## src/rtl/stl_pkg.sv

```systemverilog
package stl_pkg;

   localparam int PositionBitsDefault = 24;
   localparam int KeywordCharsDefault = 6;
   localparam int LineBits = 24;
   localparam int MaxRecords = 3;

   localparam logic [4:0] KindIdent   = 5'd0;
   localparam logic [4:0] KindKeyword = 5'd1;
   localparam logic [4:0] KindNumber  = 5'd2;
   localparam logic [4:0] KindString  = 5'd3;
   localparam logic [4:0] KindChar    = 5'd4;
   localparam logic [4:0] KindAssign  = 5'd10;
   localparam logic [4:0] KindMinus   = 5'd11;
   localparam logic [4:0] KindSlash   = 5'd13;
   localparam logic [4:0] KindLt      = 5'd15;
   localparam logic [4:0] KindLe      = 5'd16;
   localparam logic [4:0] KindGt      = 5'd17;
   localparam logic [4:0] KindGe      = 5'd18;
   localparam logic [4:0] KindEqEq    = 5'd22;
   localparam logic [4:0] KindNe      = 5'd23;
   localparam logic [4:0] KindAndAnd  = 5'd24;
   localparam logic [4:0] KindOrOr    = 5'd25;
   localparam logic [4:0] KindEnd     = 5'd27;

   localparam logic [2:0] ErrNone       = 3'd0;
   localparam logic [2:0] ErrSymbol     = 3'd1;
   localparam logic [2:0] ErrString     = 3'd2;
   localparam logic [2:0] ErrCharLit    = 3'd3;
   localparam logic [2:0] ErrEndOfText  = 3'd4;

   typedef enum logic [4:0] {
      MODE_IDLE, MODE_IDENT, MODE_NUMBER, MODE_MINUS, MODE_SLASH, MODE_COMMENT,
      MODE_STRING, MODE_CH_OPEN, MODE_CH_ESC, MODE_CH_CLOSE, MODE_LT, MODE_GT,
      MODE_EQ, MODE_AMP, MODE_BAR, MODE_BANG, MODE_HALT
   } mode_type;

   // one token record, start position field at full 32-bit span and cut at the top
   typedef struct packed {
      logic [4:0]  kind;
      logic [2:0]  err;
      logic [23:0] line;
      logic [31:0] start;
      logic [23:0] len;
      logic [3:0]  kw;
      logic [7:0]  lit1;
      logic [7:0]  lit2;
      logic        last;
   } record_type;

   // group of up to three records caused by one byte
   typedef struct packed {
      logic [1:0]                    count;
      record_type [MaxRecords-1:0]   rec;
   } bundle_type;

   function automatic logic [63:0] keyword_packed(input logic [3:0] idx);
      logic [63:0] r;
      r = '0;
      unique case (idx)
         4'd0: r = 64'h666e;
         4'd1: r = 64'h6966;
         4'd2: r = 64'h656c7365;
         4'd3: r = 64'h7768696c65;
         4'd4: r = 64'h666f72;
         4'd5: r = 64'h72657475726e;
         4'd6: r = 64'h6e756c6c;
         4'd7: r = 64'h7265636f7264;
         4'd8: r = 64'h616c6c6f63;
         4'd9: r = 64'h73697a656f66;
         default: r = '0;
      endcase
      return r;
   endfunction

   function automatic logic [3:0] keyword_len(input logic [3:0] idx);
      logic [3:0] r;
      r = '0;
      unique case (idx)
         4'd0, 4'd1: r = 4'd2;
         4'd4: r = 4'd3;
         4'd2, 4'd6: r = 4'd4;
         4'd3, 4'd8: r = 4'd5;
         4'd5, 4'd7, 4'd9: r = 4'd6;
         default: r = '0;
      endcase
      return r;
   endfunction

   function automatic logic [4:0] single_kind(input logic [7:0] c);
      logic [4:0] r;
      r = '0;
      case (c)
         8'h28: r = 5'd5;
         8'h29: r = 5'd6;
         8'h7b: r = 5'd7;
         8'h7d: r = 5'd8;
         8'h3b: r = 5'd9;
         8'h2b: r = 5'd12;
         8'h2a: r = 5'd14;
         8'h2c: r = 5'd19;
         8'h5b: r = 5'd20;
         8'h5d: r = 5'd21;
         8'h2e: r = 5'd26;
         default: r = '0;
      endcase
      return r;
   endfunction

endpackage

```

## src/rtl/source_text_lexer_core.sv

```systemverilog
// channel   direction  handshake        payload
// req_      in         push / full      text_byte, end_of_text
// rsp_      out        pop / empty      token record fields
//
// one byte is taken per cycle while full is low; a byte yields zero to three records
// records pass through a queue and leave one per cycle through pop
// full rises when the queue lacks room for three more records
// synchronous reset returns to line 1, offset 0 and an empty queue
module source_text_lexer_core #(
   parameter int POSITION_BITS = stl_pkg::PositionBitsDefault,
   parameter int KEYWORD_CHARS = stl_pkg::KeywordCharsDefault
) (
   input  logic        clock,
   input  logic        reset,
   input  logic        push,
   output logic        full,
   input  logic [7:0]  req_text_byte,
   input  logic        req_end_of_text,
   output logic        empty,
   input  logic        pop,
   output logic [4:0]  rsp_token_kind,
   output logic [2:0]  rsp_error_code,
   output logic [23:0] rsp_line_number,
   output logic [23:0] rsp_start_offset,
   output logic [23:0] rsp_token_length,
   output logic [3:0]  rsp_keyword_index,
   output logic [7:0]  rsp_literal_first,
   output logic [7:0]  rsp_literal_second,
   output logic        rsp_last_of_run
);
   import stl_pkg::*;

   localparam int Depth = 8;
   localparam int AddrBits = $clog2(Depth);

   bundle_type  bundle;
   logic        take;
   record_type  q_ff [Depth];
   logic [AddrBits-1:0] wr_ff, wr_in, rd_ff, rd_in;
   logic [AddrBits:0]   cnt_ff, cnt_in;
   logic        deq;
   record_type  head;

   assign take = push && !full;

   stl_front #(.POSITION_BITS(POSITION_BITS), .KEYWORD_CHARS(KEYWORD_CHARS)) u_front (
      .clock(clock), .reset(reset), .in_valid(take), .in_byte(req_text_byte),
      .in_last(req_end_of_text), .out_bundle(bundle)
   );

   assign full  = cnt_ff > (AddrBits+1)'(Depth - MaxRecords);
   assign empty = cnt_ff == '0;
   assign deq   = pop && !empty;
   assign head  = q_ff[rd_ff];

   always_comb begin
      wr_in  = wr_ff + AddrBits'(bundle.count);
      rd_in  = rd_ff + AddrBits'(deq);
      cnt_in = cnt_ff + (AddrBits+1)'(bundle.count) - (AddrBits+1)'(deq);
   end

   always_ff @(posedge clock) begin
      for (int i = 0; i < MaxRecords; i++)
         if (2'(i) < bundle.count) q_ff[wr_ff + AddrBits'(i)] <= bundle.rec[i];
   end

   always_ff @(posedge clock) begin
      if (reset) begin
         wr_ff <= '0; rd_ff <= '0; cnt_ff <= '0;
      end else begin
         wr_ff <= wr_in; rd_ff <= rd_in; cnt_ff <= cnt_in;
      end
   end

   assign rsp_token_kind     = head.kind;
   assign rsp_error_code     = head.err;
   assign rsp_line_number    = head.line;
   assign rsp_start_offset   = head.start[23:0];
   assign rsp_token_length   = head.len;
   assign rsp_keyword_index  = head.kw;
   assign rsp_literal_first  = head.lit1;
   assign rsp_literal_second = head.lit2;
   assign rsp_last_of_run    = head.last;

   a_cnt_bound: assert property (@(posedge clock) disable iff (reset)
      cnt_ff <= (AddrBits+1)'(Depth)) else $error("queue overflow");
   a_no_out_when_idle: assert property (@(posedge clock) disable iff (reset)
      !take |-> bundle.count == 2'd0) else $error("record without transaction");
   a_last_ends_text: assert property (@(posedge clock) disable iff (reset)
      take && req_end_of_text |-> bundle.count != 2'd0) else $error("missing end record");

endmodule

```

## src/rtl/stl_front.sv

```systemverilog
module stl_front #(
   parameter int POSITION_BITS = stl_pkg::PositionBitsDefault,
   parameter int KEYWORD_CHARS = stl_pkg::KeywordCharsDefault
) (
   input  logic                  clock,
   input  logic                  reset,
   input  logic                  in_valid,
   input  logic [7:0]            in_byte,
   input  logic                  in_last,
   output stl_pkg::bundle_type   out_bundle
);
   import stl_pkg::*;

   localparam int WinBits = 8 * KEYWORD_CHARS;
   localparam logic [POSITION_BITS-1:0] PosMax = {POSITION_BITS{1'b1}};

   mode_type               mode_ff, mode_in;
   logic [LineBits-1:0]    line_ff, line_in;
   logic [POSITION_BITS-1:0] pos_ff, pos_in;
   logic [POSITION_BITS-1:0] tstart_ff, tstart_in;
   logic [LineBits-1:0]    vlen_ff, vlen_in;
   logic [WinBits-1:0]     win_ff, win_in;
   logic [15:0]            lit_ff, lit_in;

   logic       is_alpha, is_digit, is_ws;
   logic [4:0] sk;
   logic [POSITION_BITS-1:0] after, pos_next;
   logic [LineBits-1:0] vlen_inc, line_inc;
   logic [4:0] word_kind;
   logic [3:0] word_idx;
   logic       reidle;
   logic [1:0] n;
   record_type r [MaxRecords];
   logic [LineBits-1:0] emit_line;

   function automatic logic [LineBits-1:0] sat(input logic [LineBits-1:0] v);
      return (&v) ? v : v + 1'b1;
   endfunction

   function automatic record_type mk(input logic [4:0] k, input logic [2:0] e,
                                     input logic [LineBits-1:0] ln,
                                     input logic [POSITION_BITS-1:0] s,
                                     input logic [LineBits-1:0] l, input logic [3:0] kw,
                                     input logic [7:0] a, input logic [7:0] b);
      record_type t;
      t.kind = k; t.err = e; t.line = ln;
      t.start = 32'(s); t.len = l; t.kw = kw; t.lit1 = a; t.lit2 = b; t.last = 1'b0;
      return t;
   endfunction

   // keyword match in parallel over all ten entries, gives {kind, index}
   function automatic logic [8:0] word_class(input logic [WinBits-1:0] win,
                                             input logic [LineBits-1:0] vlen);
      logic [63:0] w;
      logic [63:0] msk;
      logic [3:0]  kl;
      logic [4:0]  k;
      logic [3:0]  idx;
      k   = KindIdent;
      idx = '0;
      w = 64'(win);
      for (int i = 9; i >= 0; i--) begin
         kl = keyword_len(4'(i));
         msk = (64'd1 << (8 * kl)) - 64'd1;
         if (vlen == LineBits'(kl) && kl <= 4'(KEYWORD_CHARS)
             && (w & msk) == keyword_packed(4'(i))) begin
            k   = KindKeyword;
            idx = 4'(i);
         end
      end
      return {k, idx};
   endfunction

   assign {word_kind, word_idx} = word_class(win_ff, vlen_ff);

   always_comb begin
      logic [4:0] fl_kind;
      logic [3:0] fl_idx;
      is_alpha = (in_byte >= 8'h41 && in_byte <= 8'h5a) || (in_byte >= 8'h61 && in_byte <= 8'h7a);
      is_digit = in_byte >= 8'h30 && in_byte <= 8'h39;
      is_ws    = in_byte == 8'h20 || in_byte == 8'h09;
      sk       = single_kind(in_byte);
      after    = (pos_ff == PosMax) ? PosMax : pos_ff + 1'b1;
      pos_next = after;
      vlen_inc = sat(vlen_ff);
      line_inc = sat(line_ff);

      mode_in = mode_ff; line_in = line_ff; pos_in = pos_ff; tstart_in = tstart_ff;
      vlen_in = vlen_ff; win_in = win_ff; lit_in = lit_ff;
      n = '0;
      for (int i = 0; i < MaxRecords; i++) r[i] = '0;
      reidle = 1'b0;
      emit_line = line_ff;
      fl_kind = KindIdent;
      fl_idx  = '0;

      if (in_valid) begin
         pos_in = pos_next;
         unique case (mode_ff)
            MODE_IDLE: reidle = 1'b1;
            MODE_IDENT: begin
               if (is_alpha || is_digit) begin
                  vlen_in = vlen_inc;
                  win_in = WinBits'({win_ff, in_byte});
               end else begin
                  r[n] = mk(word_kind, ErrNone, line_ff, tstart_ff, vlen_ff, word_idx, '0, '0);
                  n = n + 1'b1; reidle = 1'b1;
               end
            end
            MODE_NUMBER: begin
               if (is_digit) vlen_in = vlen_inc;
               else begin
                  r[n] = mk(KindNumber, ErrNone, line_ff, tstart_ff, vlen_ff, '0, '0, '0);
                  n = n + 1'b1; reidle = 1'b1;
               end
            end
            MODE_MINUS: begin
               if (is_digit) begin
                  mode_in = MODE_NUMBER; vlen_in = LineBits'(2);
               end else begin
                  r[n] = mk(KindMinus, ErrNone, line_ff, tstart_ff, LineBits'(1), '0, '0, '0);
                  n = n + 1'b1; reidle = 1'b1;
               end
            end
            MODE_SLASH: begin
               if (in_byte == 8'h2f) mode_in = MODE_COMMENT;
               else begin
                  r[n] = mk(KindSlash, ErrNone, line_ff, tstart_ff, LineBits'(1), '0, '0, '0);
                  n = n + 1'b1; reidle = 1'b1;
               end
            end
            MODE_COMMENT: if (in_byte == 8'h0a) reidle = 1'b1;
            MODE_STRING: begin
               if (in_byte == 8'h22) begin
                  r[n] = mk(KindString, ErrNone, line_ff, tstart_ff, vlen_ff, '0, '0, '0);
                  n = n + 1'b1; mode_in = MODE_IDLE;
               end else vlen_in = vlen_inc;
            end
            MODE_CH_OPEN: begin
               lit_in = {in_byte, 8'h00}; vlen_in = LineBits'(1);
               mode_in = (in_byte == 8'h5c) ? MODE_CH_ESC : MODE_CH_CLOSE;
            end
            MODE_CH_ESC: begin
               lit_in = {lit_ff[15:8], in_byte}; vlen_in = LineBits'(2);
               mode_in = MODE_CH_CLOSE;
            end
            MODE_CH_CLOSE: begin
               if (in_byte == 8'h27) begin
                  r[n] = mk(KindChar, ErrNone, line_ff, tstart_ff, vlen_ff, '0,
                            lit_ff[15:8], lit_ff[7:0]);
                  n = n + 1'b1; mode_in = MODE_IDLE;
               end else begin
                  r[n] = mk(KindEnd, ErrCharLit, line_ff, tstart_ff, '0, '0, '0, '0);
                  n = n + 1'b1; mode_in = MODE_HALT;
               end
            end
            MODE_LT, MODE_GT, MODE_EQ: begin
               if (in_byte == 8'h3d) begin
                  r[n] = mk((mode_ff == MODE_LT) ? KindLe : (mode_ff == MODE_GT) ? KindGe
                            : KindEqEq, ErrNone, line_ff, tstart_ff, LineBits'(2), '0, '0, '0);
                  n = n + 1'b1; mode_in = MODE_IDLE;
               end else begin
                  r[n] = mk((mode_ff == MODE_LT) ? KindLt : (mode_ff == MODE_GT) ? KindGt
                            : KindAssign, ErrNone, line_ff, tstart_ff, LineBits'(1), '0, '0, '0);
                  n = n + 1'b1; reidle = 1'b1;
               end
            end
            MODE_AMP, MODE_BAR, MODE_BANG: begin
               if ((mode_ff == MODE_AMP && in_byte == 8'h26) ||
                   (mode_ff == MODE_BAR && in_byte == 8'h7c) ||
                   (mode_ff == MODE_BANG && in_byte == 8'h3d)) begin
                  r[n] = mk((mode_ff == MODE_AMP) ? KindAndAnd : (mode_ff == MODE_BAR)
                            ? KindOrOr : KindNe, ErrNone, line_ff, tstart_ff,
                            LineBits'(2), '0, '0, '0);
                  n = n + 1'b1; mode_in = MODE_IDLE;
               end else begin
                  r[n] = mk(KindEnd, ErrSymbol, line_ff, tstart_ff, '0, '0, '0, '0);
                  n = n + 1'b1; mode_in = MODE_HALT;
               end
            end
            MODE_HALT: ;
            default: reidle = 1'b1;
         endcase

         if (reidle) begin
            mode_in = MODE_IDLE;
            tstart_in = pos_ff;
            if (is_ws) ;
            else if (in_byte == 8'h0a) line_in = line_inc;
            else if (is_alpha) begin
               mode_in = MODE_IDENT; vlen_in = LineBits'(1); win_in = WinBits'(in_byte);
            end else if (is_digit) begin
               mode_in = MODE_NUMBER; vlen_in = LineBits'(1);
            end else begin
               case (in_byte)
                  8'h2f: begin mode_in = MODE_SLASH; vlen_in = LineBits'(1); end
                  8'h2d: begin mode_in = MODE_MINUS; vlen_in = LineBits'(1); end
                  8'h22: begin mode_in = MODE_STRING; tstart_in = after; vlen_in = '0; end
                  8'h27: begin
                     mode_in = MODE_CH_OPEN; tstart_in = after; vlen_in = '0; lit_in = '0;
                  end
                  8'h3c: begin mode_in = MODE_LT; vlen_in = LineBits'(1); end
                  8'h3e: begin mode_in = MODE_GT; vlen_in = LineBits'(1); end
                  8'h3d: begin mode_in = MODE_EQ; vlen_in = LineBits'(1); end
                  8'h26: begin mode_in = MODE_AMP; vlen_in = LineBits'(1); end
                  8'h7c: begin mode_in = MODE_BAR; vlen_in = LineBits'(1); end
                  8'h21: begin mode_in = MODE_BANG; vlen_in = LineBits'(1); end
                  default: begin
                     if (sk != 5'd0) begin
                        r[n] = mk(sk, ErrNone, line_ff, pos_ff, LineBits'(1), '0, '0, '0);
                        n = n + 1'b1;
                     end else begin
                        r[n] = mk(KindEnd, ErrSymbol, line_ff, pos_ff, '0, '0, '0, '0);
                        n = n + 1'b1; mode_in = MODE_HALT;
                     end
                  end
               endcase
            end
         end

         // end of text: close the pending token with the state after this byte
         if (in_last) begin
            emit_line = line_in;
            {fl_kind, fl_idx} = word_class(win_in, vlen_in);
            unique case (mode_in)
               MODE_IDENT: begin
                  r[n] = mk(fl_kind, ErrNone, emit_line, tstart_in, vlen_in, fl_idx, '0, '0);
                  n = n + 1'b1;
               end
               MODE_NUMBER: begin
                  r[n] = mk(KindNumber, ErrNone, emit_line, tstart_in, vlen_in, '0, '0, '0);
                  n = n + 1'b1;
               end
               MODE_MINUS, MODE_SLASH, MODE_LT, MODE_GT, MODE_EQ: begin
                  r[n] = mk((mode_in == MODE_MINUS) ? KindMinus : (mode_in == MODE_SLASH)
                            ? KindSlash : (mode_in == MODE_LT) ? KindLt
                            : (mode_in == MODE_GT) ? KindGt : KindAssign,
                            ErrNone, emit_line, tstart_in, LineBits'(1), '0, '0, '0);
                  n = n + 1'b1;
               end
               MODE_STRING: begin
                  r[n] = mk(KindEnd, ErrString, emit_line, tstart_in, '0, '0, '0, '0);
                  n = n + 1'b1;
               end
               MODE_CH_OPEN, MODE_CH_ESC: begin
                  r[n] = mk(KindEnd, ErrEndOfText, emit_line, tstart_in, '0, '0, '0, '0);
                  n = n + 1'b1;
               end
               MODE_CH_CLOSE: begin
                  r[n] = mk(KindEnd, ErrCharLit, emit_line, tstart_in, '0, '0, '0, '0);
                  n = n + 1'b1;
               end
               MODE_AMP, MODE_BAR, MODE_BANG: begin
                  r[n] = mk(KindEnd, ErrSymbol, emit_line, tstart_in, '0, '0, '0, '0);
                  n = n + 1'b1;
               end
               default: ;
            endcase
            r[n] = mk(KindEnd, ErrNone, emit_line, pos_next, '0, '0, '0, '0);
            n = n + 1'b1;
            mode_in = MODE_IDLE; line_in = LineBits'(1); pos_in = '0; tstart_in = '0;
            vlen_in = '0; win_in = '0; lit_in = '0;
         end
         if (n != 2'd0) r[n - 1'b1].last = 1'b1;
      end

      out_bundle.count = n;
      for (int i = 0; i < MaxRecords; i++) out_bundle.rec[i] = r[i];
   end

   always_ff @(posedge clock) begin
      if (reset) begin
         mode_ff <= MODE_IDLE; line_ff <= LineBits'(1); pos_ff <= '0; tstart_ff <= '0;
         vlen_ff <= '0; win_ff <= '0; lit_ff <= '0;
      end else begin
         mode_ff <= mode_in; line_ff <= line_in; pos_ff <= pos_in; tstart_ff <= tstart_in;
         vlen_ff <= vlen_in; win_ff <= win_in; lit_ff <= lit_in;
      end
   end

endmodule
```

## config.mk

```make
export PLATFORM = sky130hd
export DESIGN_NAME = source_text_lexer_core
export DESIGN_NICKNAME = d
export VERILOG_FILES = /design/src/rtl/stl_pkg.sv /design/src/rtl/source_text_lexer_core.sv /design/src/rtl/stl_front.sv
export SDC_FILE = /design/constraint.sdc
export NUM_CORES = 2
export LEC_CHECK = 0
export BUFFER_PORTS_ARGS = -buffer_cell sky130_fd_sc_hd__buf_2
export CORE_MARGIN = 2
export CORE_UTILIZATION = 25
export CTS_CLUSTER_DIAMETER = 150
export DETAILED_ROUTE_END_ITERATION = 10
export SYNTH_ARGS = -nofsm -noshare
export SYNTH_HDL_FRONTEND = slang
export SYNTH_SLANG_ARGS = --single-unit
```

## constraint.sdc

```tcl
create_clock -name clock -period 41 [get_ports clock]
set_input_delay 2.05 -clock clock [delete_from_list [all_inputs] [get_ports clock]]
set_output_delay 2.05 -clock clock [all_outputs]
set_load 0.1 [all_outputs]
```

### After elaboration in Yosys (flattened, before gate mapping)

Memories as Yosys holds them, arrays and structs flattened. A register that Yosys moved wholly into a read port is not among the register bits.
Cells that the tools add are included.

| cells by class | value |
|---|---|
| add/subtract/negate cells | 18 |
| magnitude comparators | 23 |
| equality and inequality tests | 86 |
| shift-type cells | 5 |
| mux-type cells | 225 |
| bitwise gates (word level) | 9 |
| reduce and logical (&&, ||, !) cells | 61 |

Operator list:

| operator | count |
|---|---|
| 327-bit two-way mux | 14 |
| 327-bit bitwise mux | 11 |
| 327-bit one-hot mux with 7 select lines | 1 |
| 64-bit two-way mux | 20 |
| 109-bit demux with 2-bit select | 4 |
| 109-bit two-way mux | 8 |
| 109-bit one-hot mux with 8 select lines | 1 |
| 24-bit two-way mux | 28 |
| 64-bit equality test | 10 |
| 48-bit two-way mux | 8 |
| 48-bit by 64-bit AND with 64-bit output | 5 |
| 1-bit by 7-bit left shift with 64-bit output (first input constant) | 5 |
| 64-bit by 1-bit subtractor with 64-bit output (second input constant) | 5 |
| 108-bit two-way mux | 2 |
| 106-bit two-way mux | 2 |
| 5-bit two-way mux | 33 |
| 48-bit by 47-bit equality test with 1-bit output (second input constant) | 3 |
| 24-bit one-hot mux with 6 select lines | 1 |
| 8-bit by 6-bit equality test with 1-bit output (second input constant) | 17 |
| 4-bit two-way mux | 33 |
| 24-bit by 4-bit equality test with 1-bit output | 5 |
| 16-bit two-way mux | 7 |
| 40-bit by 39-bit equality test with 1-bit output (second input constant) | 2 |
| 5-bit by 4-bit equality test with 1-bit output (second input constant) | 16 |
| other kinds (56) | 186 |

| storage, ports and cells | value |
|---|---|
| bits in registers | 175 |
| RAM bits | 872 |
| bits of input ports | 13 |
| output and inout port bits | 103 |
| logic and storage cells | 438 |
| memories kept | 1 |

Memories:

| name | words | width | read ports | clocked after memory_dff | write ports | line | text |
|---|---|---|---|---|---|---|---|
| q_ff | 8 | 109 | 1 | 1 | 3 | source_text_lexer_core.sv:38 | `record_type q_ff [Depth];` |

### Logic depth before layout (Yosys ltp)

| depth | value |
|---|---|
| word-level depth | 38 |
| gate-level depth with buffers | 26 |
| depth with buffers taken out | 22 |

### Modules after synthesis

Synthesis repeated with hierarchy kept, for this count alone.

| second synthesis, totals | value |
|---|---|
| cells, all modules | 8,381 |
| area, all modules | 71,643.7 um^2 |

Modules (own cells, without submodules):

| module | times used | cells each | area an instance (um^2) | seq. area each (um^2) |
|---|---|---|---|---|
| source_text_lexer_core | 1 | 5,675 | 54,247.0 | 24,463.5 |
| stl_front | 1 | 2,706 | 17,396.7 | 3,303.2 |

### Worst setup path before layout

Ideal clock, no wire load.

| path | value |
|---|---|
| path kind | input -> register |
| start | in req_text_byte[1] |
| end | mem q_ff[1][0] in the netlist's numbering, enable pin |
| data arrival time | 13.760 ns |
| data required time | 40.291 ns |
| path slack | 26.531 ns |
| stages on the path | 22 |
| path buffers | 4 |
| cells stage by stage | buf_2 -> buf_2 -> a21oi_2 -> o22ai_4 -> o211ai_2 -> nand2_1 -> nor3b_2 -> inv_1 -> clkbuf_1 -> clkbuf_1 -> ha_1 -> mux2i_1 -> inv_1 -> ha_1 -> a21oi_1 -> inv_1 -> ha_1 -> mux2_2 -> nand2b_1 -> nand2_1 -> nand2_1 -> o31ai_1 |

RTL lines:

| item | line | text |
|---|---|---|
| from (decl) | source_text_lexer_core.sv:17 | `input logic [7:0] req_text_byte,` |
| to (decl) | source_text_lexer_core.sv:38 |  |

==> results.md <==
- Sw power: approximately 0.0020 W
- PD cells: approximately 67 nW/um2
- Cell Rows: around 180
- Crit path required time: 41.37 ns
- CP max stage delay: just under 0.9 ns
- Die Y: 486 um
- Status: completed
- Pleak: between 20 and 25 nW
- Initial Util: about 25%
- Worst setup SP type: input port
- Mapped Nets: 5,721
- Drt wl/cell: 28.1 um
- Critical Path Slowest Stage Cell: buf_4
- Cells along the critical path: buf_2 > and4bb_2 > nand2_1 > a21oi_1 > nand2_1 > nor3b_2 > buf_4 > inv_1 > buf_4 > mux2i_1 > inv_1 > ha_1 > a21oi_1 > inv_1 > ha_1 > mux2_2 > or3_1 > nor3_2 > buf_4 > nor2_4 > buf_4 > o31ai_4 > buf_4 > buf_4
- Crit Path Max Fanout: 56
- Tmin final: between 10 and 15 ns
- Hold_buf cts: 0
- Vias in the first global route: 48,500
- Number of synthesized flops with an enable pin: 808
- Clock buffer depth: 3
- CP Class: input port to register
- Avg Vias per Cell: roughly 6.0
- Hold Path Class: register to register
- Fin crit share: 25.8%
- CP Data Arrival Time: 10.93 ns
- Antenna viol nets, final: 0
- Seq/Total Area, Yosys: approximately 48%
- DP Wirelength: 147 mm
- Post-CTS Setup Inserts: 0
- Clock power share: 22.4%
- I/O Buffers: between 100 and 150
- Flops & latches, synth: 983
- Synth cell types: between 100 and 150
- Die width: 486 um
- Layout cell share with drive strength beyond 1: approximately 16%
- H-tree depth: 3
- Count of final hold-check violations: 0
- Fmax: between 90 and 100 MHz
- Sink Count: roughly 980
- Via count: 51,800
- Largest net degree at the start of global routing: 99
- Die area: around 240,000 um2
- Layout area overhead: 12.2%
- IO Pins: between 100 and 150
- Clk_lat worst skew: between 0.7 and 0.8 ns
- Routability Congestion: about 0.95
- Clock-pin transition on the worst setup and hold timing paths: approximately 0.06 ns
- Max capacitance violation total: 0
- CTS tree: built
- Core Region: roughly 230,000 um2
- Worst slew margin: slightly above 7%
- Slew Limit Fails: 0
- Residual DRC: 0
- Routed WL: 242 mm
- Router iterations before antenna repair: 10
- Slew @ Worst Pin: ~1.4 ns
- Avg Inst Size Synth: 10.2 um2
- Yosys top cell area share: between 40% and 50%
- RSZ-0062 raised after global routing: no
- Hold depth: 2
- Crit. End Element: register
- Gate count of the mapped netlist: between 5,000 and 6,000
- P_int: 0.00234 W
- GRT Overall Usage: a little under 20%
- Setup TNS: 0 ns
- Sw Share: between 40% and 50%
- Primary FF master, synth: edfxtp_1
- First-pass GRT wire length: between 300 and 400 mm
- Synthesis Warnings: 0
- Yosys top cell by area: edfxtp_1
- TritonCTS buffer count: around 110
- Remaining Overflow, GRT: 0
- Final setup vio count: 0
- First DRT Iteration DRCs: about 8,500
- Count leader, synth: nor2_1
- CTS resizes: 0
- Top post-synthesis cells by area: edfxtp_1 42%, mux4_2 7.8%, nor2_1 6.3%
- Sequential power share: 31.0%
- CP dominant cell by count: buf_4
- Comb pwr share: 46.6%
- Clk root buf: clkbuf_16
- Synth async-reset ratio: 0%
- VDD IR-drop max: about 65 uV
- Worst Skew: about 0.040 ns
- Nets@finish: approximately 5,500
- Reg2Reg Depth: 23
- List of most frequent post-synthesis cells: 976 x nor2_1, 808 x edfxtp_1, 492 x nand2_1
- Core Util, Final: about 28%
- Initial antenna violation count: 22
- Synthesized cell area: 58,100 um2
-- layout by cell type (no fill, tap or decap), drive strengths merged, types with 109 or more instances in the layout --
master	count
clkbuf	137
a21oi	441
a221oi	262
edfxtp	808
buf	255
o21ai	205
mux4	202
nand3	128
nand2	494
mux2	113
a22oi	147
dfxtp	175
o221ai	109
nor2	979
-- stage by stage --
stage / power [W] / setup slack [ns] / cells / hold WS [ns] / instance area [um2]
final: 0.00437 / 30.44 / 8617 / 0.518 / 65100
after global routing: 0.00450 / 30.20 / 8615 / 0.555 / 65100
after CTS: 0.00436 / 30.64 / 8613 / 0.513 / 65100
after detailed placement: 0.00339 / 29.87 / 8414 / 0.498 / 61600
after global placement: 0.00337 / 29.85 / 8414 / 0.487 / 61600
after floorplan: 0.00284 / 26.53 / 5682 / 0.465 / 58100
-- kinds of logic after synthesis --
group,after synthesis,synth area share (%)
AND/OR/NAND/NOR,2026,15.6
flip-flops,983,47.8
adder cells (fa/ha/maj),26,0.586
AO/OA/AOI/OAI,1630,20.1
buffers and inverters,594,4.15
multiplexers,368,10.9
XOR/XNOR,55,0.843
-- registers in the layout (all words and copies together), names as in the netlist, 4 cells and up --
signal	flops
cnt_ff	4
u_front.vlen_ff	24
u_front.win_ff	48
u_front.pos_ff	24
u_front.lit_ff	16
u_front.tstart_ff	24
u_front.mode_ff	5
q_ff	808
u_front.line_ff	24
-- worst paths after layout --
path,startpoint,to,slack (ns)
setup / recovery,req_text_byte[4],q_ff[1][90]$_DFFE_PP_,30.44
hold / removal,u_front.win_ff[43]$_SDFFE_PP0P_,u_front.win_ff[43]$_SDFFE_PP0P_,0.52
setup reg to reg,u_front.mode_ff[0]$_SDFFE_PP0P_,q_ff[1][90]$_DFFE_PP_,31.49
hold reg to reg,u_front.win_ff[43]$_SDFFE_PP0P_,u_front.win_ff[43]$_SDFFE_PP0P_,0.52
-- power by group through the flow --
stage               clock network (W)  logic, W  registers, W
global route                  0.00102   0.00211       0.00137
finish                       0.000977   0.00204       0.00136
detailed placement                  0   0.00202       0.00138
global placement                    0   0.00201       0.00137
CTS                          0.000984   0.00202       0.00135
floorplan                           0   0.00143       0.00140
-- worst max-delay path, delay by kind of cell --
family,cells,cell delay (ns)
AND/OR/NAND/NOR,7,1.89
buffers and inverters,10,4.22
AO/OA/AOI/OAI,3,1.27
multiplexers,2,0.80
adder cells (fa/ha/maj),2,0.59
-- final cells by class --
class / count / area (um2)
Timing Repair Buffer: 256 / 1640
Clock inverter: 63 / 644
Tap cell: 3026 / 3790
Multi-Input combinational cell: 4105 / 28300
Inverter: 45 / 169
Sequential cell: 983 / 27800
Antenna cell: 3 / 7.51
Fill cell: 23600 / 165000
Clock buffer: 136 / 2830
-- per-layer routing --
layer	global-route usage (%)	wire, um	vias up
li1	-	-	21600
met1	26.3	94300	25500
met2	29.4	104000	4022
met3	5.77	32800	676
met4	8.05	10700	20
met5	0	136	-
Note: power is estimated with default switching activity, not from simulation.
